$ cat config.mk
export PLATFORM = sky130hd
export DESIGN_NAME = nlr_task_q
export DESIGN_NICKNAME = d
export VERILOG_FILES = /design/src/hw/rtl/normalized_legendre_recursion_core_assert.svh /design/src/hw/rtl/nlr_pkg.sv /design/src/hw/rtl/nlr_task_q.sv
export SDC_FILE = /design/constraint.sdc
export NUM_CORES = 1
export LEC_CHECK = 0
export ABC_CLOCK_PERIOD_IN_PS = 7300
export CAP_MARGIN = 20
export CORE_UTILIZATION = 30
export DETAILED_ROUTE_END_ITERATION = 8
export DONT_BUFFER_PORTS = 1
export SYNTH_ARGS = -nofsm -noshare
export SYNTH_HDL_FRONTEND = slang
export SYNTH_SLANG_ARGS = --single-unit
$ cat constraint.sdc
create_clock -name clk -period 7.3 [get_ports clk]
set_input_delay 1.46 -clock clk [delete_from_list [all_inputs] [get_ports clk]]
set_output_delay 1.46 -clock clk [all_outputs]
set_load 0.005 [all_outputs]
$ cat src/hw/rtl/normalized_legendre_recursion_core_assert.svh
// assertion macros used by the legendre recursion back end
`ifndef NORMALIZED_LEGENDRE_RECURSION_CORE_ASSERT_SVH
`define NORMALIZED_LEGENDRE_RECURSION_CORE_ASSERT_SVH

// same-cycle implication, checked out of reset
`define NLR_ASSERT_NOW(lbl, ante, cons) \
  lbl: assert property (@(posedge clk) disable iff (!rst_n) (ante) |-> (cons)) \
    else $error("assertion failed");

// next-cycle implication, checked out of reset
`define NLR_ASSERT_NEXT(lbl, ante, cons) \
  lbl: assert property (@(posedge clk) disable iff (!rst_n) (ante) |=> (cons)) \
    else $error("assertion failed");

`endif

$ cat src/hw/rtl/nlr_pkg.sv
// types, constants and coefficient tables for the legendre recursion
package nlr_pkg;

  localparam int MAX_DEGREE      = 9;
  localparam int VALUE_FRAC_BITS = 20;
  localparam int NUM_COEF        = (MAX_DEGREE + 1) * (MAX_DEGREE + 2) / 2;
  localparam int IDX_W           = $clog2(NUM_COEF);
  localparam int COEF_W          = 29;
  localparam int VAL_W           = 24;
  localparam int T_W             = 16;
  localparam int DEG_W           = 4;
  localparam int ROOT_W          = 24;

  localparam logic [63:0] SEED_Q40 = 64'd310166503690;
  localparam logic signed [VAL_W-1:0] SEED_VAL =
    VAL_W'((SEED_Q40 + (64'd1 << (39 - VALUE_FRAC_BITS))) >> (40 - VALUE_FRAC_BITS));

  typedef logic [COEF_W-1:0] coef_arr_t [NUM_COEF];

  typedef struct packed {
    logic signed [T_W-1:0] t;
    logic [ROOT_W-1:0]     root;
    logic [DEG_W-1:0]      lim;
  } task_t;

  function automatic logic [63:0] isqrt64(input logic [63:0] xin);
    logic [63:0] x;
    logic [63:0] res;
    logic [63:0] b;
    x   = xin;
    res = 64'd0;
    b   = 64'd1 << 62;
    for (int i = 0; i < 32; i++) begin
      if (x >= res + b) begin
        x   = x - (res + b);
        res = (res >> 1) + b;
      end else begin
        res = res >> 1;
      end
      b = b >> 2;
    end
    return res;
  endfunction

  // restoring long division, used only while the tables are built
  function automatic logic [63:0] udiv64(input logic [63:0] n, input logic [63:0] d);
    logic [64:0] rem;
    logic [63:0] q;
    rem = '0;
    q   = '0;
    for (int i = 63; i >= 0; i--) begin
      rem = {rem[63:0], n[i]};
      if (rem >= {1'b0, d}) begin
        rem  = rem - {1'b0, d};
        q[i] = 1'b1;
      end
    end
    return q;
  endfunction

  // a coefficients; the two seed slots of each degree hold sqrt(2k+1) and c_k
  function automatic coef_arr_t build_a();
    coef_arr_t   tab;
    logic [63:0] num;
    logic [63:0] den;
    int          idx;
    for (int i = 0; i < NUM_COEF; i++) tab[i] = '0;
    for (int k = 1; k <= MAX_DEGREE; k++) begin
      for (int l = 0; l <= k; l++) begin
        idx = ((k * (k + 1)) >> 1) + l;
        if (l == k) begin
          num = 64'(2 * k + 1);
          den = 64'(2 * k);
        end else if (l == k - 1) begin
          num = 64'(2 * k + 1);
          den = 64'd1;
        end else begin
          num = 64'((2 * k + 1) * (2 * k - 1));
          den = 64'((k + l) * (k - l));
        end
        tab[idx] = COEF_W'(isqrt64(udiv64(num << 52, den)));
      end
    end
    return tab;
  endfunction

  function automatic coef_arr_t build_b();
    coef_arr_t   tab;
    logic [63:0] num;
    logic [63:0] den;
    int          idx;
    for (int i = 0; i < NUM_COEF; i++) tab[i] = '0;
    for (int k = 2; k <= MAX_DEGREE; k++) begin
      for (int l = 0; l + 1 < k; l++) begin
        idx = ((k * (k + 1)) >> 1) + l;
        num = 64'((2 * k + 1) * (k + l - 1) * (k - l - 1));
        den = 64'((k + l) * (k - l) * (2 * k - 3));
        tab[idx] = COEF_W'(isqrt64(udiv64(num << 52, den)));
      end
    end
    return tab;
  endfunction

  localparam coef_arr_t COEF_A = build_a();
  localparam coef_arr_t COEF_B = build_b();

endpackage

$ cat src/hw/rtl/nlr_task_q.sv
// two-entry queue of prepared samples between front and back
module nlr_task_q (
  input  logic           clk,
  input  logic           rst_n,
  input  logic           push,
  input  nlr_pkg::task_t din,
  output logic           full,
  input  logic           pop,
  output logic           empty,
  output nlr_pkg::task_t dout
);
  import nlr_pkg::*;

  task_t      mem_r [2];
  logic       wptr_r;
  logic       rptr_r;
  logic [1:0] cnt_r;

  assign full  = (cnt_r == 2'd2);
  assign empty = (cnt_r == 2'd0);
  assign dout  = mem_r[rptr_r];

  always_ff @(posedge clk) begin
    if (push && !full) mem_r[wptr_r] <= din;
  end

  always_ff @(posedge clk) begin
    if (!rst_n) begin
      wptr_r <= 1'b0;
      rptr_r <= 1'b0;
      cnt_r  <= 2'd0;
    end else begin
      if (push && !full) wptr_r <= !wptr_r;
      if (pop && !empty) rptr_r <= !rptr_r;
      cnt_r <= cnt_r + 2'(push && !full) - 2'(pop && !empty);
    end
  end

endmodule

==> impl_metrics.py <==
metrics = {
    "finish": {
        "nets": 220,
        "utilization": 0.3471,
        "diodes": 0,
        "areaGrowthSynthToFinish_pct": 11.04,
        "nFillCells": 1074,
        "drive_gt1_frac": 0.3468,
        "post-route-cell-area_um2": 4014,
    },
    "sta": {
        "worst_clock_skew_ps": 5.923,
        "relSlewSlack": 0.4458,
        "finalSetupViolCount": 0,
        "fin_tns_setup_ps": 0,
        "rsz0062_at_grt": "false",
        "period_share": 0.4339,
        "post-route-min-period_ps": 3167,
        "hold_viol": 0,
        "slew_violations": 0,
        "worst_slew_pin_slew_ps": 831.3,
        "fmax_mhz": 315.7,
    },
    "logic_synthesis": {
        "yosys_warnings": 0,
        "yosysUniqueCellTypes": 17,
        "synthCells": 162,
        "seq_area_frac_synth": 0.7587,
        "synth.avg_cell_area_um2": 22.31,
        "synth_area_um2": 3615,
        "yosys-top-cells-area": "edfxtp_1 (73%), mux2_4 (17%), dfxtp_1 (2.8%), buf_12 (2.2%), mux2_2 (1.2%)",
        "synth_top_area_cell": "edfxtp_1",
        "synth_top_cell_area_share": 0.7310,
        "ys_ff_latch": 93,
        "synth_nets": 212,
    },
    "clock_network": {
        "cts_root_buf": "clkbuf_16",
        "clock_sinks": 93,
        "post_cts_buffers": 0,
        "insertion_delay_ps": 340,
        "postCtsHoldBufs": 0,
        "numCtsBuffers": 9,
        "clockBufferDepth": 2,
        "clk_pin_slew_worst_paths_ps": 60,
        "ctsResizeCount": 0,
        "cts_tree": "done",
        "htreeDepth": 3,
    },
    "run_status": {
        "violations": "DRC",
        "outcome": "finished with violations",
    },
    "grt": {
        "grt_pass1_wl_um": 8928,
        "antenna_found_initial": 0,
        "overflow": 0,
        "grt_max_degree": 45,
        "track_usage": 0.1012,
        "grt_pass1_vias": 1621,
    },
    "die": {
        "row_count": 39,
        "dieHeight_um": 111.8,
        "core_um2": 11560,
        "start_util": 0.3126,
        "ios": 94,
        "die_x_um": 111.8,
        "dieArea_um2": 12490,
    },
    "critical_path": {
        "max_stage_delay_ps": 890,
        "path_cells": "mux2_2",
        "cp.required_ps": 5840,
        "worstSetupEndpointType": "output port",
        "critPathLaunchType": "register",
        "r2r_start": "cnt_r[0]",
        "critPathSlowestCell": "dfxtp_4",
        "critPathBufInv": 0,
        "crit_fanout": 44,
        "critPathTopFamily": "flip-flops",
        "path_class": "reg -> out",
        "critical_path_arrival_ps": 1710,
    },
    "routing": {
        "route.detailed.drc": 7,
        "num_vias": 1405,
        "antenna_left": 0,
        "post_drt_wl_per_cell_um": 18.03,
        "wl_um": 5696,
        "drt_iter0_drc": 74,
        "dr.pass1.iters": 5,
        "routed_via_density": 4.446,
    },
    "power": {
        "power_frac_seq": 0.521,
        "comb_power_share": 0.171,
        "switchingPower_mw": 0.3380,
        "p_int_mw": 1.077,
        "pwr-share-clk": 0.308,
        "power_leakage_nw": 1.384,
        "switching_share": 0.2389,
        "powerDensity_nw_per_um2": 352.4,
        "irDropWorstVdd_v": 0.0002446,
    },
    "place": {
        "io_buffer_count": 0,
        "place.gp.congestion": 0.5948,
        "place_area_um2": 3722,
    },
    "hold_path": {
        "hold_path.class": "reg -> reg",
        "worstHoldStart": "rptr_r",
    },
    "job": {
        "drv_cap": 0,
    },
}
## sequential cells by signal (all words and copies together), names as in the netlist, named ones only
signal / cells
mem_r: 88
cnt_r: 2
wptr_r: 1
rptr_r: 1
## cell families after synthesis
family | after synthesis | synth area share
flip-flops | 93 | 0.7587
AO/OA/AOI/OAI | 1 | 0.002078
buffers and inverters | 7 | 0.02735
AND/OR/NAND/NOR | 11 | 0.01627
adder cells (fa/ha/maj) | 2 | 0.006922
XOR/XNOR | 3 | 0.007270
multiplexers | 45 | 0.1814
## cells in the mapped netlist, drive strengths merged
| master | n |
|---|---|
| edfxtp | 88 |
| mux2 | 44 |
| buf | 5 |
| dfxtp | 5 |
| xnor2 | 3 |
| and2 | 2 |
| ha | 2 |
| inv | 2 |
| nand2 | 2 |
| nand2b | 2 |
| nor2 | 2 |
| nor2b | 2 |
| and3 | 1 |
| mux2i | 1 |
| o21a | 1 |
## stage by stage
| step | std cells | setup slack (ps) | hold slack, ps | total power [mW] |
|---|---|---|---|---|
| 3_3_place_gp | 301 | 4468 | 499.8 | 0.9894 |
| 5_1_grt | 316 | 4044 | 577.8 | 1.485 |
| 3_5_place_dp | 301 | 4456 | 518.0 | 0.9980 |
| 2_1_floorplan | 162 | 3451 | 454.9 | 0.9718 |
| 6_report | 316 | 4133 | 546.4 | 1.415 |
| 4_1_cts | 315 | 4073 | 528.7 | 1.441 |
## layout by cell type (no fill, tap or decap), types with 2 or more instances in the layout
| master | count |
|---|---|
| and2_1 | 2 |
| clkbuf_1 | 2 |
| clkbuf_16 | 9 |
| dfxtp_1 | 4 |
| edfxtp_1 | 88 |
| ha_1 | 2 |
| inv_1 | 2 |
| mux2_2 | 4 |
| mux2_4 | 40 |
| nand2_1 | 2 |
| nand2b_1 | 2 |
| nor2b_1 | 2 |
| xnor2_1 | 3 |
## per-layer routing
layer | GRT usage | up-vias | wire length, µm
li1 | - | 639 | -
met1 | 0.09739 | 704 | 2074
met2 | 0.1706 | 52 | 2935
met3 | 0.04845 | 10 | 531
met4 | 0.07027 | 0 | 155
met5 | 0 | - | 0
## power by group through the flow
| stage | Combinational (mW) | Clock (mW) | Sequential, mW |
|---|---|---|---|
| 2_1_floorplan | 0.271 | 0 | 0.701 |
| 3_3_place_gp | 0.242 | 0 | 0.748 |
| 3_5_place_dp | 0.245 | 0 | 0.753 |
| 4_1_cts | 0.246 | 0.453 | 0.742 |
| 5_1_grt | 0.263 | 0.472 | 0.750 |
| 6_report | 0.242 | 0.436 | 0.737 |
## worst paths after layout
kind         slack [ps]  cells after the start        to
max                4130                      1   dout[2]
min                 550                      2    rptr_r
max reg2reg        5580                      8  cnt_r[1]
min reg2reg         550                      2    rptr_r
## area by class of cell
type | count | area (µm²) | share of cell area
Timing Repair Buffer | 2 | 27.53 | 0.006858
Inverter | 2 | 7.507 | 0.001870
Clock buffer | 11 | 232.7 | 0.05798
Multi-Input combinational cell | 62 | 782.0 | 0.1948
Clock inverter | 3 | 38.79 | 0.009663
Tap cell | 143 | 178.9 | 0.04458
Sequential cell | 93 | 2746 | 0.6842
Note: power is estimated with default switching activity, not from simulation.
