--- src/hw/rtl/normalized_legendre_recursion_core_assert.svh ---
// assertion macros used by the legendre recursion back end
`ifndef NORMALIZED_LEGENDRE_RECURSION_CORE_ASSERT_SVH
`define NORMALIZED_LEGENDRE_RECURSION_CORE_ASSERT_SVH

// same-cycle implication, checked out of reset
`define NLR_ASSERT_NOW(lbl, ante, cons) \
  lbl: assert property (@(posedge clk) disable iff (!rst_n) (ante) |-> (cons)) \
    else $error("assertion failed");

// next-cycle implication, checked out of reset
`define NLR_ASSERT_NEXT(lbl, ante, cons) \
  lbl: assert property (@(posedge clk) disable iff (!rst_n) (ante) |=> (cons)) \
    else $error("assertion failed");

`endif

--- src/hw/rtl/nlr_pkg.sv ---
// types, constants and coefficient tables for the legendre recursion
package nlr_pkg;

  localparam int MAX_DEGREE      = 9;
  localparam int VALUE_FRAC_BITS = 20;
  localparam int NUM_COEF        = (MAX_DEGREE + 1) * (MAX_DEGREE + 2) / 2;
  localparam int IDX_W           = $clog2(NUM_COEF);
  localparam int COEF_W          = 29;
  localparam int VAL_W           = 24;
  localparam int T_W             = 16;
  localparam int DEG_W           = 4;
  localparam int ROOT_W          = 24;

  localparam logic [63:0] SEED_Q40 = 64'd310166503690;
  localparam logic signed [VAL_W-1:0] SEED_VAL =
    VAL_W'((SEED_Q40 + (64'd1 << (39 - VALUE_FRAC_BITS))) >> (40 - VALUE_FRAC_BITS));

  typedef logic [COEF_W-1:0] coef_arr_t [NUM_COEF];

  typedef struct packed {
    logic signed [T_W-1:0] t;
    logic [ROOT_W-1:0]     root;
    logic [DEG_W-1:0]      lim;
  } task_t;

  function automatic logic [63:0] isqrt64(input logic [63:0] xin);
    logic [63:0] x;
    logic [63:0] res;
    logic [63:0] b;
    x   = xin;
    res = 64'd0;
    b   = 64'd1 << 62;
    for (int i = 0; i < 32; i++) begin
      if (x >= res + b) begin
        x   = x - (res + b);
        res = (res >> 1) + b;
      end else begin
        res = res >> 1;
      end
      b = b >> 2;
    end
    return res;
  endfunction

  // restoring long division, used only while the tables are built
  function automatic logic [63:0] udiv64(input logic [63:0] n, input logic [63:0] d);
    logic [64:0] rem;
    logic [63:0] q;
    rem = '0;
    q   = '0;
    for (int i = 63; i >= 0; i--) begin
      rem = {rem[63:0], n[i]};
      if (rem >= {1'b0, d}) begin
        rem  = rem - {1'b0, d};
        q[i] = 1'b1;
      end
    end
    return q;
  endfunction

  // a coefficients; the two seed slots of each degree hold sqrt(2k+1) and c_k
  function automatic coef_arr_t build_a();
    coef_arr_t   tab;
    logic [63:0] num;
    logic [63:0] den;
    int          idx;
    for (int i = 0; i < NUM_COEF; i++) tab[i] = '0;
    for (int k = 1; k <= MAX_DEGREE; k++) begin
      for (int l = 0; l <= k; l++) begin
        idx = ((k * (k + 1)) >> 1) + l;
        if (l == k) begin
          num = 64'(2 * k + 1);
          den = 64'(2 * k);
        end else if (l == k - 1) begin
          num = 64'(2 * k + 1);
          den = 64'd1;
        end else begin
          num = 64'((2 * k + 1) * (2 * k - 1));
          den = 64'((k + l) * (k - l));
        end
        tab[idx] = COEF_W'(isqrt64(udiv64(num << 52, den)));
      end
    end
    return tab;
  endfunction

  function automatic coef_arr_t build_b();
    coef_arr_t   tab;
    logic [63:0] num;
    logic [63:0] den;
    int          idx;
    for (int i = 0; i < NUM_COEF; i++) tab[i] = '0;
    for (int k = 2; k <= MAX_DEGREE; k++) begin
      for (int l = 0; l + 1 < k; l++) begin
        idx = ((k * (k + 1)) >> 1) + l;
        num = 64'((2 * k + 1) * (k + l - 1) * (k - l - 1));
        den = 64'((k + l) * (k - l) * (2 * k - 3));
        tab[idx] = COEF_W'(isqrt64(udiv64(num << 52, den)));
      end
    end
    return tab;
  endfunction

  localparam coef_arr_t COEF_A = build_a();
  localparam coef_arr_t COEF_B = build_b();

endpackage

--- src/hw/rtl/nlr_back.sv ---
// back end: recursion sequencer on one shared multiplier, with result queue
module nlr_back (
  input  logic                            clk,
  input  logic                            rst_n,
  input  nlr_pkg::task_t                  tsk,
  input  logic                            tsk_empty,
  output logic                            tsk_pop,
  output logic                            out_empty,
  input  logic                            out_pop,
  output logic signed [nlr_pkg::VAL_W-1:0] out_value,
  output logic [nlr_pkg::DEG_W-1:0]       out_degree,
  output logic [nlr_pkg::DEG_W-1:0]       out_order,
  output logic                            out_last
);
  import nlr_pkg::*;
  `include "normalized_legendre_recursion_core_assert.svh"

  typedef enum logic [2:0] {B_IDLE, B_COEF, B_AT, B_P1, B_P2, B_WR} bstate_t;

  typedef struct packed {
    logic signed [VAL_W-1:0] value;
    logic [DEG_W-1:0]        degree;
    logic [DEG_W-1:0]        order;
    logic                    last;
  } res_t;

  function automatic logic signed [57:0] rnd_shr(input logic signed [57:0] x, input int sh);
    logic [57:0] m;
    m = x[57] ? 58'(-x) : 58'(x);
    m = (m + (58'd1 << (sh - 1))) >> sh;
    return x[57] ? -$signed(m) : $signed(m);
  endfunction

  function automatic logic signed [VAL_W-1:0] sat24(input logic signed [57:0] x);
    if (x > 58'sd8388607) return 24'sh7FFFFF;
    if (x < -58'sd8388608) return 24'sh800000;
    return x[VAL_W-1:0];
  endfunction

  bstate_t                 state_r;
  logic signed [T_W-1:0]   t_r;
  logic [ROOT_W-1:0]       s_r;
  logic [DEG_W-1:0]        lim_r;
  logic [DEG_W-1:0]        k_r;
  logic [DEG_W-1:0]        l_r;
  logic signed [31:0]      at_r;
  logic signed [56:0]      prod_r;
  logic signed [56:0]      acc_r;
  logic signed [VAL_W-1:0] row1_r [MAX_DEGREE+1];
  logic signed [VAL_W-1:0] row2_r [MAX_DEGREE+1];
  logic signed [VAL_W-1:0] rnew_r [MAX_DEGREE+1];

  res_t       oq_r [2];
  logic       owp_r;
  logic       orp_r;
  logic [1:0] ocnt_r;

  logic [7:0]              tri_k;
  logic [IDX_W-1:0]        cidx;
  logic                    gen;
  logic                    diag;
  logic signed [31:0]      mul_a;
  logic signed [24:0]      mul_b;
  logic signed [56:0]      mul_p;
  logic signed [VAL_W-1:0] r1;
  logic signed [57:0]      diff;
  logic signed [VAL_W-1:0] val;
  logic                    wr;
  logic                    opop;
  logic                    at_end;

  always_comb begin
    tri_k = (8'(k_r) * 8'(k_r + 4'd1)) >> 1;
    cidx  = IDX_W'(tri_k + 8'(l_r));
    gen   = (5'(l_r) + 5'd1) < 5'(k_r);
    diag  = (l_r == k_r);
    r1    = gen ? row1_r[l_r] : row1_r[k_r - 4'd1];
    case (state_r)
      B_COEF: begin
        mul_a = 32'(COEF_A[cidx]);
        mul_b = diag ? $signed({1'b0, s_r}) : 25'(t_r);
      end
      B_P1: begin
        mul_a = at_r;
        mul_b = 25'(r1);
      end
      default: begin
        mul_a = 32'(COEF_B[cidx]);
        mul_b = 25'(row2_r[l_r]);
      end
    endcase
    mul_p  = mul_a * mul_b;
    diff   = 58'(acc_r) - (gen ? 58'(prod_r) : 58'sd0);
    val    = (k_r == '0) ? SEED_VAL : sat24(rnd_shr(diff, 26));
    wr     = (state_r == B_WR) && (ocnt_r != 2'd2);
    opop   = out_pop && (ocnt_r != 2'd0);
    at_end = diag && (k_r == lim_r);
  end

  assign tsk_pop    = (state_r == B_IDLE) && !tsk_empty;
  assign out_empty  = (ocnt_r == 2'd0);
  assign out_value  = oq_r[orp_r].value;
  assign out_degree = oq_r[orp_r].degree;
  assign out_order  = oq_r[orp_r].order;
  assign out_last   = oq_r[orp_r].last;

  // datapath and row storage
  always_ff @(posedge clk) begin
    if (state_r == B_COEF || state_r == B_P1 || state_r == B_P2) prod_r <= mul_p;
    if (state_r == B_P2) acc_r <= prod_r;
    if (state_r == B_AT) begin
      at_r <= diag ? 32'(rnd_shr(58'(prod_r), 23)) : 32'(rnd_shr(58'(prod_r), 14));
    end
    if (wr) begin
      oq_r[owp_r] <= '{value: val, degree: k_r, order: l_r, last: at_end};
      rnew_r[l_r] <= val;
      if (diag) begin
        for (int i = 0; i <= MAX_DEGREE; i++) begin
          row2_r[i] <= row1_r[i];
          if (i == int'(k_r)) row1_r[i] <= val;
          else if (i < int'(k_r)) row1_r[i] <= rnew_r[i];
        end
      end
    end
  end

  always_ff @(posedge clk) begin
    if (!rst_n) begin
      state_r <= B_IDLE;
      owp_r   <= 1'b0;
      orp_r   <= 1'b0;
      ocnt_r  <= 2'd0;
      k_r     <= '0;
      l_r     <= '0;
    end else begin
      if (wr) owp_r <= !owp_r;
      if (opop) orp_r <= !orp_r;
      ocnt_r <= ocnt_r + 2'(wr) - 2'(opop);
      case (state_r)
        B_IDLE: begin
          if (!tsk_empty) begin
            t_r     <= tsk.t;
            s_r     <= tsk.root;
            lim_r   <= tsk.lim;
            k_r     <= '0;
            l_r     <= '0;
            state_r <= B_WR;
          end
        end
        B_COEF: state_r <= B_AT;
        B_AT:   state_r <= B_P1;
        B_P1:   state_r <= B_P2;
        B_P2:   state_r <= B_WR;
        B_WR: begin
          if (wr) begin
            if (at_end) begin
              state_r <= B_IDLE;
            end else if (diag) begin
              k_r     <= k_r + 4'd1;
              l_r     <= '0;
              state_r <= B_COEF;
            end else begin
              l_r     <= l_r + 4'd1;
              state_r <= B_COEF;
            end
          end
        end
        default: state_r <= B_IDLE;
      endcase
    end
  end

  `NLR_ASSERT_NOW(a_order_le_degree, !out_empty, out_order <= out_degree)
  `NLR_ASSERT_NOW(a_last_on_diag, !out_empty && out_last, out_order == out_degree)
  `NLR_ASSERT_NOW(a_degree_in_limit, state_r != B_IDLE, k_r <= lim_r && l_r <= k_r)
  `NLR_ASSERT_NEXT(a_last_goes_idle, wr && at_end, state_r == B_IDLE)

endmodule
--- config.mk ---
export PLATFORM = sky130hd
export DESIGN_NAME = nlr_back
export DESIGN_NICKNAME = d
export VERILOG_FILES = /design/src/hw/rtl/nlr_pkg.sv /design/src/hw/rtl/nlr_back.sv
export VERILOG_INCLUDE_DIRS = /design/src /design/src/hw/rtl
export SDC_FILE = /design/constraint.sdc
export NUM_CORES = 2
export LEC_CHECK = 0
export ABC_CLOCK_PERIOD_IN_PS = 22600
export BUFFER_PORTS_ARGS = -buffer_cell sky130_fd_sc_hd__buf_2
export CAP_MARGIN = 20
export CORE_ASPECT_RATIO = 1.2
export CORE_UTILIZATION = 50
export CTS_BUF_LIST = sky130_fd_sc_hd__clkbuf_8
export CTS_CLUSTER_SIZE = 12
export DETAILED_ROUTE_END_ITERATION = 6
export PLACE_DENSITY = 0.66
export SLEW_MARGIN = 40
export SYNTH_ARGS = -nofsm -noshare
export SYNTH_HDL_FRONTEND = slang
export SYNTH_SLANG_ARGS = --single-unit
--- constraint.sdc ---
create_clock -name clk -period 22.6 [get_ports clk]
set_clock_uncertainty 0.1 [all_clocks]
set_input_delay 2.26 -clock clk [delete_from_list [all_inputs] [get_ports clk]]
set_output_delay 2.26 -clock clk [all_outputs]
set_load 0.005 [all_outputs]
==> metrics <==
status=complete, no violations; CTS Buffer Depth=3; Final Max Slew Viols=0; antenna viol nets, final=0; RSZ-0062 raised after global routing=no; Async SR Flop Fraction=0; first drt pass iteration count=6; dpl ws=6.45 ns; HP Class=flop to flop; synthesized area=84,800 um^2; CP bufs+invs=10; Die ar.=171,000 um^2; Cell Area, Placed=88,200 um^2; vias in the first global route=67.4k; IO Port Bufs=82; First DRT Iteration DRCs=6,814; CTS tree=built; boundary pin count=83; Post-Layout Cell Count=10.6k; leading area contributor after synthesis=edfxtp_1; Post-route DRC=0; Fin. Hold Viols=0; Post-CTS Resized=0; layout cells sized above 1=0.104; Peak Freq=60.8 MHz; sequential area share after synthesis=0.350; Max-slew headroom=0.351; CP startpoint kind=flop; Final TNS setup=0 ns; gpl congestion=0.993; Setup Buffers After CTS=0; min setup slack post-route=6.15 ns; Avg WL per Cell=27.4 um; total CTS buffers=158; Crit Path Category=flop to flop; clock sink total=996; CTS Hold Bufs=0; total of max-cap violations=0; P_leak=36.3 nW; width of the die=378 um; largest delay contributor family on the critical path=adder cells; Cell Pwr Density=124 nW/um^2; post-route minimum period=16.45 ns; Post-Syn Nets=9,462; CTS clk-pin slew, worst paths=0.06 ns; Routed WL=291,000 um; DPL Wire Length=210,000 um; Synth area leaders=edfxtp_1 35%, fa_1 20%, nand2_1 4.9%; CP dominant cell by count=fa_1; clock root buffer=clkbuf_8; first-pass GRT wire length=431,000 um; VDD IR-drop max=0.200 mV; Cell variety after synth=102; leading register cell type out of synthesis=edfxtp_1; height of the die=453 um; #FFs+latches synth=996; final setup vio count=0; initial antenna violation count=9; slowest CP cell=dfxtp_4; Via density=6.23; synthesized instance count=8,325; H-tree levels=4; YS warnings=0; Rows=165; mean post-synth cell area=10.2 um^2; GRT Overall Usage=0.343; number of placed instances, taps included=10.3k; most common cell after layout, fill and taps aside=nand2_1; # nets final=9,382; core area=168,000 um^2; Finished Cell Area=91,400 um^2; most frequent cells in the layout=1,095 x nand2_1, 976 x edfxtp_1, 960 x inv_1, 825 x fa_1, 613 x nor2_1; delay of the slowest critical-path stage=0.81 ns; vias post-DR=66.2k; GR Overflow Total=0; worst-path maximum fanout=55; clk_lat worst skew=0.89 ns; top cell type's share of synthesized area=0.346; Layout area overhead=7.79%; CP Data Required Time=23.08 ns; crit share post-route=0.728; Worst-Margin Slew=0.966 ns; Critical Path AT=16.93 ns; largest net degree at the start of global routing=101; Crit. End Element=flop; Initial Util=0.503; Post-synth EDFFs=976
-- registers in the layout, summed over array words and instances (netlist names), named ones only --
signal / cells
owp_r: 1
prod_r: 57
t_r: 16
k_r: 4
lim_r: 4
ocnt_r: 2
orp_r: 1
l_r: 4
oq_r: 66
state_r: 3
row2_r: 240
at_r: 32
acc_r: 57
rnew_r: 240
row1_r: 240
s_r: 24
-- stage by stage --
stage	total power [mW]	util	hold slack [ns]
4_1_cts	11.3	0.542	0.349
6_report	11.4	0.543	0.360
2_1_floorplan	7.29	-	0.324
3_5_place_dp	9.79	0.524	0.354
5_1_grt	12.1	0.542	0.365
3_3_place_gp	9.70	0.523	0.345
-- worst reg2reg max path, delay by kind of cell, from the launching register on --
family	cells	cell delay, ns
flops	1	0.81
simple gates	10	2.18
mux	1	0.51
xor+xnor	2	0.29
compound gates	14	3.64
buf+inv	10	2.31
fa+ha+maj	13	6.30
-- cell families (layout without fill, tap and decap cells) --
group	Yosys count	in the layout	share of synthesized area
and+or+nand+nor	2586	2586	0.139
AOI/OAI and AO/OA	1569	1569	0.118
buffers and inverters	1435	1474	0.0637
adders and majority gates	1089	1089	0.234
DFF	996	996	0.350
xor gates and xnor gates	342	342	0.0355
muxes	308	308	0.0592
other	0	5	0
-- final timing paths --
path                                start                       to  slack, ns  depth (start not counted)
hold / removal    row1_r[6][22]$_DFFE_PP_  row2_r[6][22]$_DFFE_PP_       0.36                          0
setup / recovery      k_r[0]$_SDFFE_PN0P_     prod_r[56]$_DFFE_PP_       6.15                         50
hold reg to reg   row1_r[6][22]$_DFFE_PP_  row2_r[6][22]$_DFFE_PP_       0.36                          0
setup reg to reg      k_r[0]$_SDFFE_PN0P_     prod_r[56]$_DFFE_PP_       6.15                         50
-- routing by layer --
layer,vias to the layer above,share of wire,global-route usage
li1,28534,-,-
met2,3589,0.47,0.551
met3,986,0.090,0.0708
met4,10,0.088,0.261
met1,33088,0.35,0.405
met5,-,0.00024,0
-- synth_stat cells, types with 57 or more instances --
cell / number
nand2_1: 1096
nor2_1: 631
nor2b_1: 122
mux4_2: 149
o21ai_0: 354
and2_1: 148
edfxtp_1: 976
a21oi_1: 455
buf_1: 57
mux2i_1: 99
clkbuf_1: 447
nor3_1: 155
xor2_1: 117
ha_1: 262
fa_1: 827
xnor2_1: 224
a211oi_1: 169
nand3_1: 108
a21o_1: 62
mux2_2: 59
inv_1: 913
-- cell type report --
cell class,count,area (um^2)
multi-input cells,5894,50500
inverters,918,3450
clock buffers,161,2220
flip-flops and latches,996,29700
well taps,2254,2820
clock inverters,118,761
fillers,14903,77100
repair buffers,277,1940
diodes,5,12.5
-- power by group --
part,internal [mW],switching (mW),total [mW]
combinational,2.64,4.67,7.31
clock,0.742,0.745,1.49
sequential,2.39,0.189,2.57
Power figures use the tool's default switching activity.
