[config.mk]
export PLATFORM = sky130hd
export DESIGN_NAME = nlr_front
export DESIGN_NICKNAME = d
export VERILOG_FILES = /design/src/hw/rtl/normalized_legendre_recursion_core_assert.svh /design/src/hw/rtl/nlr_pkg.sv /design/src/hw/rtl/nlr_front.sv
export SDC_FILE = /design/constraint.sdc
export NUM_CORES = 1
export LEC_CHECK = 0
export BUFFER_PORTS_ARGS = -buffer_cell sky130_fd_sc_hd__buf_2
export CORE_AREA = 2 2 216 218
export DETAILED_ROUTE_END_ITERATION = 12
export DIE_AREA = 0 0 218 220
export RECOVER_POWER = 100
export SYNTH_ARGS = -nofsm -noshare
export SYNTH_HDL_FRONTEND = slang
export SYNTH_SLANG_ARGS = --single-unit
[constraint.sdc]
create_clock -name clk -period 8.64 [get_ports clk]
set_input_delay 1.728 -clock clk [delete_from_list [all_inputs] [get_ports clk]]
set_output_delay 1.728 -clock clk [all_outputs]
set_load 0.05 [all_outputs]
[src/hw/rtl/normalized_legendre_recursion_core_assert.svh]
// assertion macros used by the legendre recursion back end
`ifndef NORMALIZED_LEGENDRE_RECURSION_CORE_ASSERT_SVH
`define NORMALIZED_LEGENDRE_RECURSION_CORE_ASSERT_SVH

// same-cycle implication, checked out of reset
`define NLR_ASSERT_NOW(lbl, ante, cons) \
  lbl: assert property (@(posedge clk) disable iff (!rst_n) (ante) |-> (cons)) \
    else $error("assertion failed");

// next-cycle implication, checked out of reset
`define NLR_ASSERT_NEXT(lbl, ante, cons) \
  lbl: assert property (@(posedge clk) disable iff (!rst_n) (ante) |=> (cons)) \
    else $error("assertion failed");

`endif

[src/hw/rtl/nlr_pkg.sv]
// types, constants and coefficient tables for the legendre recursion
package nlr_pkg;

  localparam int MAX_DEGREE      = 9;
  localparam int VALUE_FRAC_BITS = 20;
  localparam int NUM_COEF        = (MAX_DEGREE + 1) * (MAX_DEGREE + 2) / 2;
  localparam int IDX_W           = $clog2(NUM_COEF);
  localparam int COEF_W          = 29;
  localparam int VAL_W           = 24;
  localparam int T_W             = 16;
  localparam int DEG_W           = 4;
  localparam int ROOT_W          = 24;

  localparam logic [63:0] SEED_Q40 = 64'd310166503690;
  localparam logic signed [VAL_W-1:0] SEED_VAL =
    VAL_W'((SEED_Q40 + (64'd1 << (39 - VALUE_FRAC_BITS))) >> (40 - VALUE_FRAC_BITS));

  typedef logic [COEF_W-1:0] coef_arr_t [NUM_COEF];

  typedef struct packed {
    logic signed [T_W-1:0] t;
    logic [ROOT_W-1:0]     root;
    logic [DEG_W-1:0]      lim;
  } task_t;

  function automatic logic [63:0] isqrt64(input logic [63:0] xin);
    logic [63:0] x;
    logic [63:0] res;
    logic [63:0] b;
    x   = xin;
    res = 64'd0;
    b   = 64'd1 << 62;
    for (int i = 0; i < 32; i++) begin
      if (x >= res + b) begin
        x   = x - (res + b);
        res = (res >> 1) + b;
      end else begin
        res = res >> 1;
      end
      b = b >> 2;
    end
    return res;
  endfunction

  // restoring long division, used only while the tables are built
  function automatic logic [63:0] udiv64(input logic [63:0] n, input logic [63:0] d);
    logic [64:0] rem;
    logic [63:0] q;
    rem = '0;
    q   = '0;
    for (int i = 63; i >= 0; i--) begin
      rem = {rem[63:0], n[i]};
      if (rem >= {1'b0, d}) begin
        rem  = rem - {1'b0, d};
        q[i] = 1'b1;
      end
    end
    return q;
  endfunction

  // a coefficients; the two seed slots of each degree hold sqrt(2k+1) and c_k
  function automatic coef_arr_t build_a();
    coef_arr_t   tab;
    logic [63:0] num;
    logic [63:0] den;
    int          idx;
    for (int i = 0; i < NUM_COEF; i++) tab[i] = '0;
    for (int k = 1; k <= MAX_DEGREE; k++) begin
      for (int l = 0; l <= k; l++) begin
        idx = ((k * (k + 1)) >> 1) + l;
        if (l == k) begin
          num = 64'(2 * k + 1);
          den = 64'(2 * k);
        end else if (l == k - 1) begin
          num = 64'(2 * k + 1);
          den = 64'd1;
        end else begin
          num = 64'((2 * k + 1) * (2 * k - 1));
          den = 64'((k + l) * (k - l));
        end
        tab[idx] = COEF_W'(isqrt64(udiv64(num << 52, den)));
      end
    end
    return tab;
  endfunction

  function automatic coef_arr_t build_b();
    coef_arr_t   tab;
    logic [63:0] num;
    logic [63:0] den;
    int          idx;
    for (int i = 0; i < NUM_COEF; i++) tab[i] = '0;
    for (int k = 2; k <= MAX_DEGREE; k++) begin
      for (int l = 0; l + 1 < k; l++) begin
        idx = ((k * (k + 1)) >> 1) + l;
        num = 64'((2 * k + 1) * (k + l - 1) * (k - l - 1));
        den = 64'((k + l) * (k - l) * (2 * k - 3));
        tab[idx] = COEF_W'(isqrt64(udiv64(num << 52, den)));
      end
    end
    return tab;
  endfunction

  localparam coef_arr_t COEF_A = build_a();
  localparam coef_arr_t COEF_B = build_b();

endpackage

[src/hw/rtl/nlr_front.sv]
// front end: clamps the argument and finds sqrt(1-t^2) bit by bit
module nlr_front (
  input  logic                             clk,
  input  logic                             rst_n,
  input  logic                             in_push,
  output logic                             in_full,
  input  logic signed [nlr_pkg::T_W-1:0]   in_sample,
  input  logic [nlr_pkg::DEG_W-1:0]        deg_lim,
  output nlr_pkg::task_t                   tsk,
  output logic                             tsk_push,
  input  logic                             tsk_full
);
  import nlr_pkg::*;

  typedef enum logic [1:0] {F_IDLE, F_SQRT, F_PUSH} fstate_t;

  fstate_t               state_r;
  logic signed [T_W-1:0] t_r;
  logic [DEG_W-1:0]      lim_r;
  logic [47:0]           rem_r;
  logic [47:0]           res_r;
  logic [47:0]           bit_r;

  logic signed [T_W-1:0] t_sat;
  logic signed [31:0]    t_sq;
  logic [28:0]           rad;
  logic [47:0]           trial;

  always_comb begin
    if (in_sample > 16'sd16384) t_sat = 16'sd16384;
    else if (in_sample < -16'sd16384) t_sat = -16'sd16384;
    else t_sat = in_sample;
    t_sq  = t_sat * t_sat;
    rad   = (29'd1 << 28) - t_sq[28:0];
    trial = res_r + bit_r;
  end

  assign in_full  = (state_r != F_IDLE);
  assign tsk_push = (state_r == F_PUSH) && !tsk_full;
  assign tsk      = '{t: t_r, root: res_r[ROOT_W-1:0], lim: lim_r};

  always_ff @(posedge clk) begin
    if (!rst_n) begin
      state_r <= F_IDLE;
    end else begin
      case (state_r)
        F_IDLE: begin
          if (in_push) begin
            t_r     <= t_sat;
            lim_r   <= (deg_lim > DEG_W'(MAX_DEGREE)) ? DEG_W'(MAX_DEGREE) : deg_lim;
            rem_r   <= {1'b0, rad, 18'd0};
            res_r   <= '0;
            bit_r   <= 48'd1 << 46;
            state_r <= F_SQRT;
          end
        end
        F_SQRT: begin
          if (rem_r >= trial) begin
            rem_r <= rem_r - trial;
            res_r <= (res_r >> 1) + bit_r;
          end else begin
            res_r <= res_r >> 1;
          end
          bit_r <= bit_r >> 2;
          if (bit_r == 48'd1) state_r <= F_PUSH;
        end
        F_PUSH: begin
          if (!tsk_full) state_r <= F_IDLE;
        end
        default: state_r <= F_IDLE;
      endcase
    end
  end

endmodule

==> results of run 1 <==
where the power goes:
group          switching [mW]  leakage (nW)  internal, mW  total (mW)
Sequential             0.0970          1.37          1.09        1.19
Clock                   0.335         0.285         0.453       0.788
Combinational            4.25          8.36          3.65        7.90
Total                    4.68          10.0          5.20        9.88
path summary, 6_finish.rpt:
kind / end
worst max register to register: rem_r[3]$_SDFFCE_PN0P_
worst min-delay path: state_r[1]$_SDFFE_PN0P_
worst min register to register: state_r[1]$_SDFFE_PN0P_
worst max-delay path: rem_r[45]$_DFFE_PP_
repair_timing:
item,4_1_cts,5_1_grt
setup buffers,0,1
setup endpoints to repair,0,9
resized for setup,0,28
logic make-up (layout without fill, tap and decap cells):
group                    count (synthesis)  count (layout)  synth area share [%]
AND/OR/NAND/NOR                        664             664                  15.9
buffers and inverters                  447             596                  8.88
AO/OA/AOI/OAI                          445             445                  14.2
adder cells (fa/ha/maj)                403             403                  32.7
XOR/XNOR                               162             162                  7.18
flip-flops                             142             142                  20.9
multiplexers                             6               6                 0.301
worst register-to-register path, delay by kind of cell (launching register included):
family,cells,cell delay [ns]
compound gates,10,3.87
fa+ha+maj,2,0.80
buf+inv,2,1.22
flops,1,0.53
simple gates,4,1.00
registers in the layout (all words and copies together) (netlist names):
name / flops
bit_r: 24
rem_r: 48
lim_r: 4
state_r: 2
res_r: 48
t_r: 16
cells in the mapped netlist (all sizes together) (5+ instances only):
cell type,instances
clkbuf,53
or4,7
and4,6
o21a,17
a31o,11
and3,35
nand2,188
mux2i,5
a211oi,45
o21ai,89
nor3,31
nand3b,6
a31oi,48
o211ai,11
inv,343
o22ai,5
edfxtp,140
nor2b,22
o31ai,5
buf,49
and2,51
or3,17
xor2,89
a21boi,8
o21bai,17
nand4,28
nor3b,8
nor4,10
nor2,177
a21oi,108
nand2b,13
fa,214
a211o,8
nand3,50
ha,189
or2,7
a21o,36
xnor2,70
per-stage QoR:
step                      power [mW]  instances
after floorplan                 6.60       2269
after global placement          8.77       2992
after detailed placement        8.96       2992
after CTS                       9.79       3024
after global routing            11.0       3025
final                           9.88       3025
cell type report:
class	count	area (sq um)	share of cell area, %
clock inverter	14	166	0.734
tap	607	759	3.35
timing repair buffer	219	1390	6.11
inverter	345	1300	5.72
multi-input combinational	1680	14400	63.5
clock buffer	18	429	1.89
sequential	142	4240	18.7
routing by layer:
metal / track usage (%) / vias up / part of all wire, %
li1: - / 7946 / -
met1: 29.5 / 8109 / 44
met2: 41.2 / 388 / 49
met3: 3.81 / 63 / 4.4
met4: 7.82 / 0 / 2.3
met5: 0 / - / 0
==> tab_implementation.tex, run 1 <==
\begin{tabular}{lr}
\hline
Metric & Value \\
\hline
\multicolumn{2}{l}{\textbf{Synthesis}} \\
\quad Seq/Total Area, Yosys & 20.9\% \\
\quad Synth Register Bits & 142 \\
\quad Leading area contributor after synthesis & fa\_1 \\
\quad Yosys cell types & 85 \\
\quad Warnings from Yosys & 0 \\
\quad Number of enable flip-flop cells after synthesis & 140 \\
\quad Synth area leaders & fa\_1, edfxtp\_1, ha\_1 \\
\quad Net count of the mapped netlist & 2696 \\
\quad Post-synthesis cell count & 2269 \\
\quad Cell Area, Synth & 0.0203 sq mm \\
\quad Syn avg cell area & 8.97 sq um \\
\quad Main synth FF type & edfxtp\_1 \\
\quad Fraction of post-synthesis cell area in the top cell type by area & 21.1\% \\
\quad Post-synth ARST share & 0\% \\
\multicolumn{2}{l}{\textbf{Timing}} \\
\quad Max-slew violation total from the final report & 104 \\
\quad Worst Tran Pin Value & 3.93 ns \\
\quad Maximum clock skew at final layout & 0.0160 ns \\
\quad Max\_slew headroom & -162\% \\
\quad Fin. Hold Viols & 0 \\
\quad Final worst setup slack & 0.314 ns \\
\quad Worst hold margin & 0.542 ns \\
\quad Fmax & 120 MHz \\
\quad Endpoints failing setup & 0 \\
\quad Setup repair after global routing missed its margin & true \\
\quad Total Neg Setup Slack & 0 ns \\
\quad Period utilisation layout & 96.4\% \\
\quad Post-layout min period & 8.33 ns \\
\multicolumn{2}{l}{\textbf{Worst setup path}} \\
\quad Number of buffers and inverters on the critical path & 7 \\
\quad Origin of the worst setup path & in\_sample[15] \\
\quad FF-to-FF Start & res\_r[6]\$\_SDFFCE\_PN0P\_ \\
\quad Endpoint required time on the critical path & 8.85 ns \\
\quad Stages on worst setup path & 27 \\
\quad CP arrival & 8.54 ns \\
\quad Worst-path cell with the longest stage delay & clkbuf\_1 \\
\quad Largest incremental delay on the critical path & 0.71 ns \\
\quad R2R depth & 18 \\
\quad Top Family by Delay on Critical Path & adder cells \\
\quad Worst setup path category & in2reg \\
\quad Critical path peak fanout & 11 \\
\quad Type of origin of the critical path & primary input \\
\quad Element type at the critical path end & flop \\
\quad R2r setup slk & 0.74 ns \\
\quad Most used cell, CP & fa\_1 \\
\multicolumn{2}{l}{\textbf{Clocking}} \\
\quad Clock-pin slew of the registers on the worst-case setup and hold paths & 0.07 ns \\
\quad Number of hold buffers added after cts & 0 \\
\quad Number of buffers on the longest clock path & 2 \\
\quad Count of H-tree levels built during CTS & 4 \\
\quad Root Buffer & clkbuf\_16 \\
\quad Worst-Skew Late Latency & 0.49 ns \\
\quad Num CTS Buffers & 17 \\
\quad CTS tree & done \\
\quad Sinks on the clock net & 142 \\
\multicolumn{2}{l}{\textbf{Placed design}} \\
\quad Port bufs & 69 \\
\quad Pre-CTS setup slack & -0.409 ns \\
\quad Post-DP HPWL & 44.5 mm \\
\quad Global placer's final weighted congestion & 0.938 \\
\quad Area post-placement & 0.0221 sq mm \\
\multicolumn{2}{l}{\textbf{Layout}} \\
\quad Util after Layout & 49.4\% \\
\quad Layout cells sized above 1 & 10.4\% \\
\quad Total inserted antenna cells & 0 \\
\quad Final Instance Area & 0.0227 sq mm \\
\quad Fill cell instance count of the final layout & 4467 \\
\quad Top library cells by usage in the layout, fill and taps aside & inv\_1, fa\_1, ha\_1 \\
\quad Nets@finish & 2832 \\
\quad Most frequent standard cell in the layout excluding fill and tap cells & inv\_1 \\
\quad Growth of design area from synthesis to finish & 11.4\% \\
\multicolumn{2}{l}{\textbf{Routing}} \\
\quad WL per Instance & 17.9 um \\
\quad DR DRC count & 0 \\
\quad Antenna-violating nets left & 0 \\
\quad Via Count & 16500 \\
\quad Initial DRT Pass Iterations & 7 \\
\quad Final wirelength & 54.3 mm \\
\quad Mean number of vias per cell & 5.46 \\
\quad Iter 0 DRT Violations & 988 \\
\multicolumn{2}{l}{\textbf{Floorplan}} \\
\quad Core footprint & 0.0459 sq mm \\
\quad Die area & 0.0480 sq mm \\
\quad Standard-cell rows & 79 \\
\quad Starting utilization of the core area & 44.4\% \\
\quad Count of boundary I/O pins & 70 \\
\quad Die width & 218 um \\
\quad Die Y & 220 um \\
\multicolumn{2}{l}{\textbf{Power and ir drop}} \\
\quad Leakage power & 10.0 nW \\
\quad Power density over cell area & 436 mW/mm\^{}2 \\
\quad Maximum vdd ir drop & 0.336 mV \\
\multicolumn{2}{l}{\textbf{Status}} \\
\quad Violations in the final reports & max-capacitance violations, max-slew violations \\
\quad Outcome & complete, but fails checks \\
\multicolumn{2}{l}{\textbf{GRT}} \\
\quad Global-route wire length before repair & 88.8 mm \\
\quad Number of global-route vias before repair & 16900 \\
\quad Maximum number of pins on one net before global-route repair & 73 \\
\quad Number of antenna violations at the first check in global routing & 0 \\
\quad Total Routing Usage GR & 23.5\% \\
\quad Grt total ovfl & 0 \\
\multicolumn{2}{l}{\textbf{Job}} \\
\quad Reported max-cap violation count & 3 \\
\multicolumn{2}{l}{\textbf{Worst hold path}} \\
\quad Hold path start & state\_r[1]\$\_SDFFE\_PN0P\_ \\
\quad Hold path depth & 2 \\
\quad Worst min path class & reg2reg \\
\hline
\end{tabular}
(Power assumes the default switching activity.)
==> run 2, diff against run 1 <==
--- a/config.mk
+++ b/config.mk
@@ -5,10 +5,11 @@
 export SDC_FILE = /design/constraint.sdc
 export NUM_CORES = 1
 export LEC_CHECK = 0
+export ABC_AREA = 1
 export BUFFER_PORTS_ARGS = -buffer_cell sky130_fd_sc_hd__buf_2
-export CORE_AREA = 2 2 216 218
+export CORE_AREA = 2 2 222 224
 export DETAILED_ROUTE_END_ITERATION = 12
-export DIE_AREA = 0 0 218 220
+export DIE_AREA = 0 0 224 226
 export RECOVER_POWER = 100
 export SYNTH_ARGS = -nofsm -noshare
 export SYNTH_HDL_FRONTEND = slang
==> run 2 against run 1 <==
The run still ends with max-capacitance violations, max-slew violations left; sequential power decreased by 4%; cell count increased by 17%; clock-buffer cell count increased by 2; synthesized cell count increased by 25%; cell area increased by 1.6%; die area increased by 5.6%; clock power increased by 3.2%; sequential share of layout area decreased by 0.29 points; first-iteration DRC count increased by 18%; combinational power decreased by 8.7%; critical path type unchanged; critical endpoint is now rem_r[46]$_DFFE_PP_.
==> tab_implementation.tex, run 2 <==
\begin{tabular}{lr}
\hline
Metric & Value \\
\hline
\multicolumn{2}{l}{\textbf{Floorplan}} \\
\quad Starting utilization of the core area & 44.6\% \\
\quad Count of boundary I/O pins & 70 \\
\quad Die width & 224 um \\
\quad Standard-cell rows & 81 \\
\quad Die Y & 226 um \\
\quad Die area & 0.0506 sq mm \\
\quad Core footprint & 0.0483 sq mm \\
\multicolumn{2}{l}{\textbf{Routing}} \\
\quad Via Count & 18600 \\
\quad Top sig layer & met4 \\
\quad Routed wl met2 & 33.0 mm \\
\quad Iter 0 DRT Violations & 1168 \\
\quad Mean number of vias per cell & 5.25 \\
\quad Final wirelength & 64.4 mm \\
\quad Met1 Wirelength & 27.0 mm \\
\quad Met3 wire length & 2.11 mm \\
\quad Antenna-violating nets left & 0 \\
\quad WL per Instance & 18.2 um \\
\quad DR DRC count & 0 \\
\quad Initial DRT Pass Iterations & 5 \\
\multicolumn{2}{l}{\textbf{Timing}} \\
\quad Final worst setup slack & 0.619 ns \\
\quad Setup repair after global routing missed its margin & false \\
\quad Post-layout min period & 8.02 ns \\
\quad Max-slew violation total from the final report & 199 \\
\quad Maximum clock skew at final layout & 0.0111 ns \\
\quad Fmax & 125 MHz \\
\quad Period utilisation layout & 92.8\% \\
\quad Total Neg Setup Slack & 0 ns \\
\quad Endpoints failing setup & 0 \\
\quad Worst Tran Pin Value & 3.39 ns \\
\quad Max\_slew headroom & -126\% \\
\quad Worst hold margin & 0.609 ns \\
\quad Fin. Hold Viols & 0 \\
\multicolumn{2}{l}{\textbf{Layout}} \\
\quad Number of cells in the finished layout apart from fillers & 3538 \\
\quad Nets@finish & 3330 \\
\quad Leading registers by flop count & rem\_r: 48 flops, res\_r: 48 flops, bit\_r: 24 flops \\
\quad Top library cells by usage in the layout, fill and taps aside & inv\_1, nand2\_1, nor2\_1 \\
\quad Multi-input logic area & 0.0145 sq mm \\
\quad Total inserted antenna cells & 0 \\
\quad Growth of design area from synthesis to finish & 6.86\% \\
\quad Sequential cell area & 0.00424 sq mm \\
\quad Layout cells sized above 1 & 4.18\% \\
\quad Fill cell instance count of the final layout & 4845 \\
\quad Util after Layout & 47.6\% \\
\quad Most frequent standard cell in the layout excluding fill and tap cells & inv\_1 \\
\multicolumn{2}{l}{\textbf{Worst setup path}} \\
\quad Element type at the critical path end & flop \\
\quad Endpoint required time on the critical path & 8.89 ns \\
\quad R2R depth & 8 \\
\quad R2r setup slk & 0.87 ns \\
\quad Stages on worst setup path & 28 \\
\quad CP arrival & 8.27 ns \\
\quad Largest incremental delay on the critical path & 0.51 ns \\
\quad Worst-path cell with the longest stage delay & fa\_1 \\
\quad Type of origin of the critical path & primary input \\
\quad Endpoint of the worst setup timing path & rem\_r[46]\$\_DFFE\_PP\_ \\
\quad Critical path peak fanout & 13 \\
\quad Endpoint of the lowest-slack register-to-register path & rem\_r[15]\$\_SDFFCE\_PN0P\_ \\
\quad Most used cell, CP & fa\_1 \\
\quad FF-to-FF Start & state\_r[0]\$\_SDFFE\_PN0P\_ \\
\quad Worst setup path category & in2reg \\
\quad Number of buffers and inverters on the critical path & 9 \\
\quad Top Family by Delay on Critical Path & adder cells \\
\quad Origin of the worst setup path & in\_sample[15] \\
\multicolumn{2}{l}{\textbf{Synthesis}} \\
\quad Warnings from Yosys & 0 \\
\quad Seq/Total Area, Yosys & 19.7\% \\
\quad Net count of the mapped netlist & 3269 \\
\quad Post-synthesis cell count & 2842 \\
\quad Most common cell in the synthesized netlist & inv\_1 \\
\quad Number of enable flip-flop cells after synthesis & 140 \\
\quad Most common library cells after synthesis & inv\_1, nand2\_1, nor2\_1, fa\_1, a21oi\_1 \\
\quad Yosys cell types & 62 \\
\quad Syn avg cell area & 7.58 sq um \\
\quad Fraction of post-synthesis cell area in the top cell type by area & 19.9\% \\
\quad Synth Register Bits & 142 \\
\quad Leading area contributor after synthesis & fa\_1 \\
\quad Post-synth ARST share & 0\% \\
\quad Synth area leaders & fa\_1, edfxtp\_1, ha\_1 \\
\quad Cell Area, Synth & 0.0215 sq mm \\
\quad Main synth FF type & edfxtp\_1 \\
\multicolumn{2}{l}{\textbf{Clocking}} \\
\quad Count of H-tree levels built during CTS & 4 \\
\quad Worst-Skew Late Latency & 0.50 ns \\
\quad Root Buffer & clkbuf\_16 \\
\quad Num CTS Buffers & 17 \\
\quad Number of hold buffers added after cts & 0 \\
\quad Post-CTS setup repair buffer count & 0 \\
\quad Count of instances resized after the clock tree is built & 0 \\
\quad Sinks on the clock net & 142 \\
\quad CTS tree & done \\
\quad Clock-pin slew of the registers on the worst-case setup and hold paths & 0.07 ns \\
\quad Number of buffers on the longest clock path & 2 \\
\multicolumn{2}{l}{\textbf{Status}} \\
\quad Outcome & complete, but fails checks \\
\quad Violations in the final reports & max-capacitance violations, max-slew violations \\
\multicolumn{2}{l}{\textbf{GRT}} \\
\quad Number of global-route vias before repair & 19300 \\
\quad Grt total ovfl & 0 \\
\quad Maximum number of pins on one net before global-route repair & 74 \\
\quad Total Routing Usage GR & 26.4\% \\
\quad Number of antenna violations at the first check in global routing & 0 \\
\quad Global-route wire length before repair & 102 mm \\
\multicolumn{2}{l}{\textbf{Placed design}} \\
\quad Port bufs & 69 \\
\quad Post-DP HPWL & 53.7 mm \\
\quad Pre-CTS setup slack & 0.246 ns \\
\quad Global placer's final weighted congestion & 0.983 \\
\quad Placed cell count & 3506 \\
\multicolumn{2}{l}{\textbf{Power and ir drop}} \\
\quad Leakage power & 10.8 nW \\
\quad Psw & 5.08 mW \\
\quad Relative contribution of combinational cells to total power & 78.7\% \\
\quad Power density over cell area & 398 mW/mm\^{}2 \\
\quad Sequential cell fraction of total power & 12.4\% \\
\quad Clock group share of total power & 8.9\% \\
\quad Internal power consumption & 4.07 mW \\
\quad Proportion of total power due to net switching & 55.5\% \\
\quad Maximum vdd ir drop & 0.338 mV \\
\multicolumn{2}{l}{\textbf{Job}} \\
\quad Reported max-cap violation count & 4 \\
\multicolumn{2}{l}{\textbf{Worst hold path}} \\
\quad Worst min path class & reg2reg \\
\hline
\end{tabular}
## run 2: changes by cell type after synthesis, sizes merged, moves of 33 or more
cell,delta
nor2,+126
a31oi,-33
inv,+287
a21oi,+98
and2,-49
xor2,-33
a211oi,-44
nand2,+307
o21ai,+118
nand3,+47
## run 2: worst register-to-register path, delay by kind of cell, from the launching register on
| family | cells | cell delay (ns) |
|---|---|---|
| AO/OA/AOI/OAI | 2 | 0.84 |
| flip-flops | 1 | 0.35 |
| buffers and inverters | 5 | 6.06 |
| AND/OR/NAND/NOR | 1 | 0.07 |
## run 2: how the worst min path moves through the flow
stage,slack [ns],startpoint,cells past startpoint,end
5_1_grt,0.64,state_r[1]$_SDFFE_PN0P_,2,state_r[1]$_SDFFE_PN0P_
2_1_floorplan,0.51,state_r[1]$_SDFFE_PN0P_,2,state_r[1]$_SDFFE_PN0P_
6_report,0.61,state_r[1]$_SDFFE_PN0P_,2,state_r[1]$_SDFFE_PN0P_
3_5_place_dp,0.60,state_r[1]$_SDFFE_PN0P_,2,state_r[1]$_SDFFE_PN0P_
4_1_cts,0.61,state_r[1]$_SDFFE_PN0P_,2,state_r[1]$_SDFFE_PN0P_
3_3_place_gp,0.57,state_r[1]$_SDFFE_PN0P_,2,state_r[1]$_SDFFE_PN0P_
## run 2: power by group through the flow
stage / logic (mW) / registers [mW] / clock network, mW
6_report: 7.21 / 1.14 / 0.813
5_1_grt: 8.24 / 1.15 / 0.859
4_1_cts: 7.18 / 1.13 / 0.835
3_5_place_dp: 7.15 / 1.15 / 0
3_3_place_gp: 7.02 / 1.15 / 0
2_1_floorplan: 5.29 / 1.13 / 0
## run 2: cells by family after synthesis
logic type | count (synthesis) | synth area share [%]
AO/OA/AOI/OAI | 515 | 13.4
XOR/XNOR | 95 | 3.86
adder cells (fa/ha/maj) | 403 | 30.9
buffers and inverters | 695 | 12.8
flip-flops | 142 | 19.7
AND/OR/NAND/NOR | 992 | 19.4
## run 2: cell type report
cell class              instances  area share, %
clock buffers                  20           1.90
clock inverters                12          0.701
inverters                     633           10.4
multi-input cells            2005           63.0
flip-flops and latches        142           18.4
well taps                     622           3.38
repair buffers                104           2.22
## run 2: metrics by stage
stage | total power, mW | instance area [sq um]
finish | 9.16 | 23000
global route | 10.3 | 23000
CTS | 9.15 | 23200
detailed placement | 8.29 | 22600
global placement | 8.17 | 22600
floorplan | 6.42 | 21500
## run 2: layer usage
| layer | global-route usage (%) | vias up |
|---|---|---|
| li1 | - | 9181 |
| met1 | 30.7 | 8859 |
| met2 | 49.0 | 429 |
| met3 | 3.68 | 106 |
| met4 | 10.0 | 0 |
| met5 | 0 | - |
==> run 3, diff against run 2 <==
==> constraint.sdc (replaced) <==
create_clock -name clk -period 8.64 [get_ports clk]
set_input_delay 0.432 -clock clk [delete_from_list [all_inputs] [get_ports clk]]
set_output_delay 0.432 -clock clk [all_outputs]
set_load 0.05 [all_outputs]
==> run 3 against run 2 <==
The run still ends with max-capacitance violations, max-slew violations left; critical path depth rose by 2; sequential power barely moved; via count fell by 1.3%; die area did not move; critical endpoint is now rem_r[44]$_DFFE_PP_; largest cell class unchanged; largest power group unchanged.
==> tab_implementation.tex, run 3 (synthesis gave the netlist of run 2 again) <==
\begin{tabular}{lr}
\hline
Metric & Value \\
\hline
\multicolumn{2}{l}{\textbf{Floorplan}} \\
\quad Starting utilization of the core area & 44.6\% \\
\quad Core footprint & 0.0483 sq mm \\
\quad Die width & 224 um \\
\quad Standard-cell rows & 81 \\
\quad Die area & 0.0506 sq mm \\
\quad Count of boundary I/O pins & 70 \\
\quad Die Y & 226 um \\
\multicolumn{2}{l}{\textbf{Placed design}} \\
\quad Global placer's final weighted congestion & 0.974 \\
\quad Area post-placement & 0.0224 sq mm \\
\quad Post-DP HPWL & 52.8 mm \\
\quad Port bufs & 69 \\
\multicolumn{2}{l}{\textbf{GRT}} \\
\quad Global-route wire length before repair & 101 mm \\
\quad Grt total ovfl & 0 \\
\quad Total Routing Usage GR & 25.9\% \\
\quad Number of antenna violations at the first check in global routing & 0 \\
\quad Number of global-route vias before repair & 18900 \\
\quad Maximum number of pins on one net before global-route repair & 74 \\
\multicolumn{2}{l}{\textbf{Power and ir drop}} \\
\quad Maximum vdd ir drop & 0.260 mV \\
\quad Power density over cell area & 389 mW/mm\^{}2 \\
\quad Leakage power & 10.7 nW \\
\multicolumn{2}{l}{\textbf{Timing}} \\
\quad Fin. Hold Viols & 0 \\
\quad Post-layout min period & 7.65 ns \\
\quad Maximum clock skew at final layout & 0.0122 ns \\
\quad Fmax & 131 MHz \\
\quad Worst hold margin & 0.168 ns \\
\quad Endpoints failing setup & 0 \\
\quad Period utilisation layout & 88.5\% \\
\quad Total Neg Setup Slack & 0 ns \\
\quad Setup repair after global routing missed its margin & false \\
\quad Max\_slew headroom & -176\% \\
\quad Max-slew violation total from the final report & 220 \\
\quad Worst Tran Pin Value & 4.14 ns \\
\multicolumn{2}{l}{\textbf{Clocking}} \\
\quad Sinks on the clock net & 142 \\
\quad Num CTS Buffers & 17 \\
\quad Count of instances resized after the clock tree is built & 0 \\
\quad CTS tree & done \\
\quad Count of H-tree levels built during CTS & 4 \\
\quad Number of buffers on the longest clock path & 2 \\
\quad Root Buffer & clkbuf\_16 \\
\quad Number of hold buffers added after cts & 0 \\
\quad Clock-pin slew of the registers on the worst-case setup and hold paths & 0.07 ns \\
\quad Worst-Skew Late Latency & 0.51 ns \\
\quad Post-CTS setup repair buffer count & 0 \\
\multicolumn{2}{l}{\textbf{Layout}} \\
\quad Top library cells by usage in the layout, fill and taps aside & inv\_1, nand2\_1, nor2\_1 \\
\quad Most frequent standard cell in the layout excluding fill and tap cells & inv\_1 \\
\quad Growth of design area from synthesis to finish & 5.74\% \\
\quad Layout cells sized above 1 & 3.15\% \\
\quad Leading registers by flop count & rem\_r: 48 flops, res\_r: 48 flops, bit\_r: 24 flops \\
\quad Final Instance Area & 0.0228 sq mm \\
\quad Nets@finish & 3304 \\
\quad Total inserted antenna cells & 0 \\
\multicolumn{2}{l}{\textbf{Worst setup path}} \\
\quad Type of origin of the critical path & primary input \\
\quad Largest incremental delay on the critical path & 0.68 ns \\
\quad Worst-path cell with the longest stage delay & nor2\_1 \\
\quad Most used cell, CP & fa\_1 \\
\quad Endpoint required time on the critical path & 8.90 ns \\
\quad Element type at the critical path end & flop \\
\quad Worst setup path category & in2reg \\
\quad CP arrival & 7.91 ns \\
\quad Critical path peak fanout & 14 \\
\multicolumn{2}{l}{\textbf{Worst hold path}} \\
\quad Worst min path class & in2reg \\
\multicolumn{2}{l}{\textbf{Status}} \\
\quad Violations in the final reports & max-capacitance violations, max-slew violations \\
\quad Outcome & complete, but fails checks \\
\multicolumn{2}{l}{\textbf{Routing}} \\
\quad WL per Instance & 18.0 um \\
\quad Iter 0 DRT Violations & 1018 \\
\quad Initial DRT Pass Iterations & 5 \\
\quad Antenna-violating nets left & 0 \\
\quad DR DRC count & 0 \\
\quad Final wirelength & 63.3 mm \\
\quad Mean number of vias per cell & 5.22 \\
\quad Via Count & 18300 \\
\multicolumn{2}{l}{\textbf{Job}} \\
\quad Reported max-cap violation count & 5 \\
\hline
\end{tabular}
run 3: critical path: cells and delay by family:
| kind | cells | cell delay (ns) |
|---|---|---|
| AOI/OAI and AO/OA | 2 | 0.23 |
| adders and majority gates | 7 | 3.32 |
| buffers and inverters | 7 | 1.04 |
| and+or+nand+nor | 14 | 2.84 |
run 3: layer usage:
| layer | vias up | GRT usage, % | part of all wire [%] |
|---|---|---|---|
| li1 | 9119 | - | - |
| met1 | 8732 | 30.7 | 43 |
| met2 | 391 | 47.9 | 51 |
| met3 | 97 | 3.38 | 3.2 |
| met4 | 0 | 9.33 | 3.1 |
| met5 | - | 0 | 0 |
run 3: stage by stage:
step | instances | util [%] | power, mW | worst slack (ns)
floorplan | 2842 | - | 6.42 | 2.03
global placement | 3480 | 46.3 | 8.08 | 0.745
detailed placement | 3480 | 46.3 | 8.15 | 0.611
CTS | 3510 | 47.4 | 8.95 | 1.16
global route | 3510 | 47.1 | 10.0 | 0.298
finish | 3510 | 47.1 | 8.86 | 0.991
run 3: cell type report:
cell class,instances,area [sq um]
fill,4857,25600
inverter,633,2380
sequential,142,4240
multi-input combinational,2005,14500
clock buffer,19,433
timing repair buffer,78,328
clock inverter,11,121
tap,622,778
run 3: report_power, final:
| group | leakage [nW] | internal, mW | total, mW | switching [mW] |
|---|---|---|---|---|
| combinational | 9.08 | 2.51 | 6.96 | 4.45 |
| sequential | 1.36 | 1.06 | 1.14 | 0.0838 |
| clock | 0.268 | 0.418 | 0.761 | 0.343 |
run 3: worst paths after layout:
path | slack [ns] | endpoint | startpoint | cells past startpoint
worst min-delay path | 0.17 | lim_r[3]$_SDFFCE_PN1P_ | deg_lim[3] | 1
worst min register to register | 0.56 | state_r[1]$_SDFFE_PN0P_ | state_r[1]$_SDFFE_PN0P_ | 2
worst max register to register | 1.11 | rem_r[1]$_SDFFCE_PN0P_ | res_r[2]$_SDFFCE_PN0P_ | 28
worst max-delay path | 0.99 | rem_r[44]$_DFFE_PP_ | in_sample[15] | 30
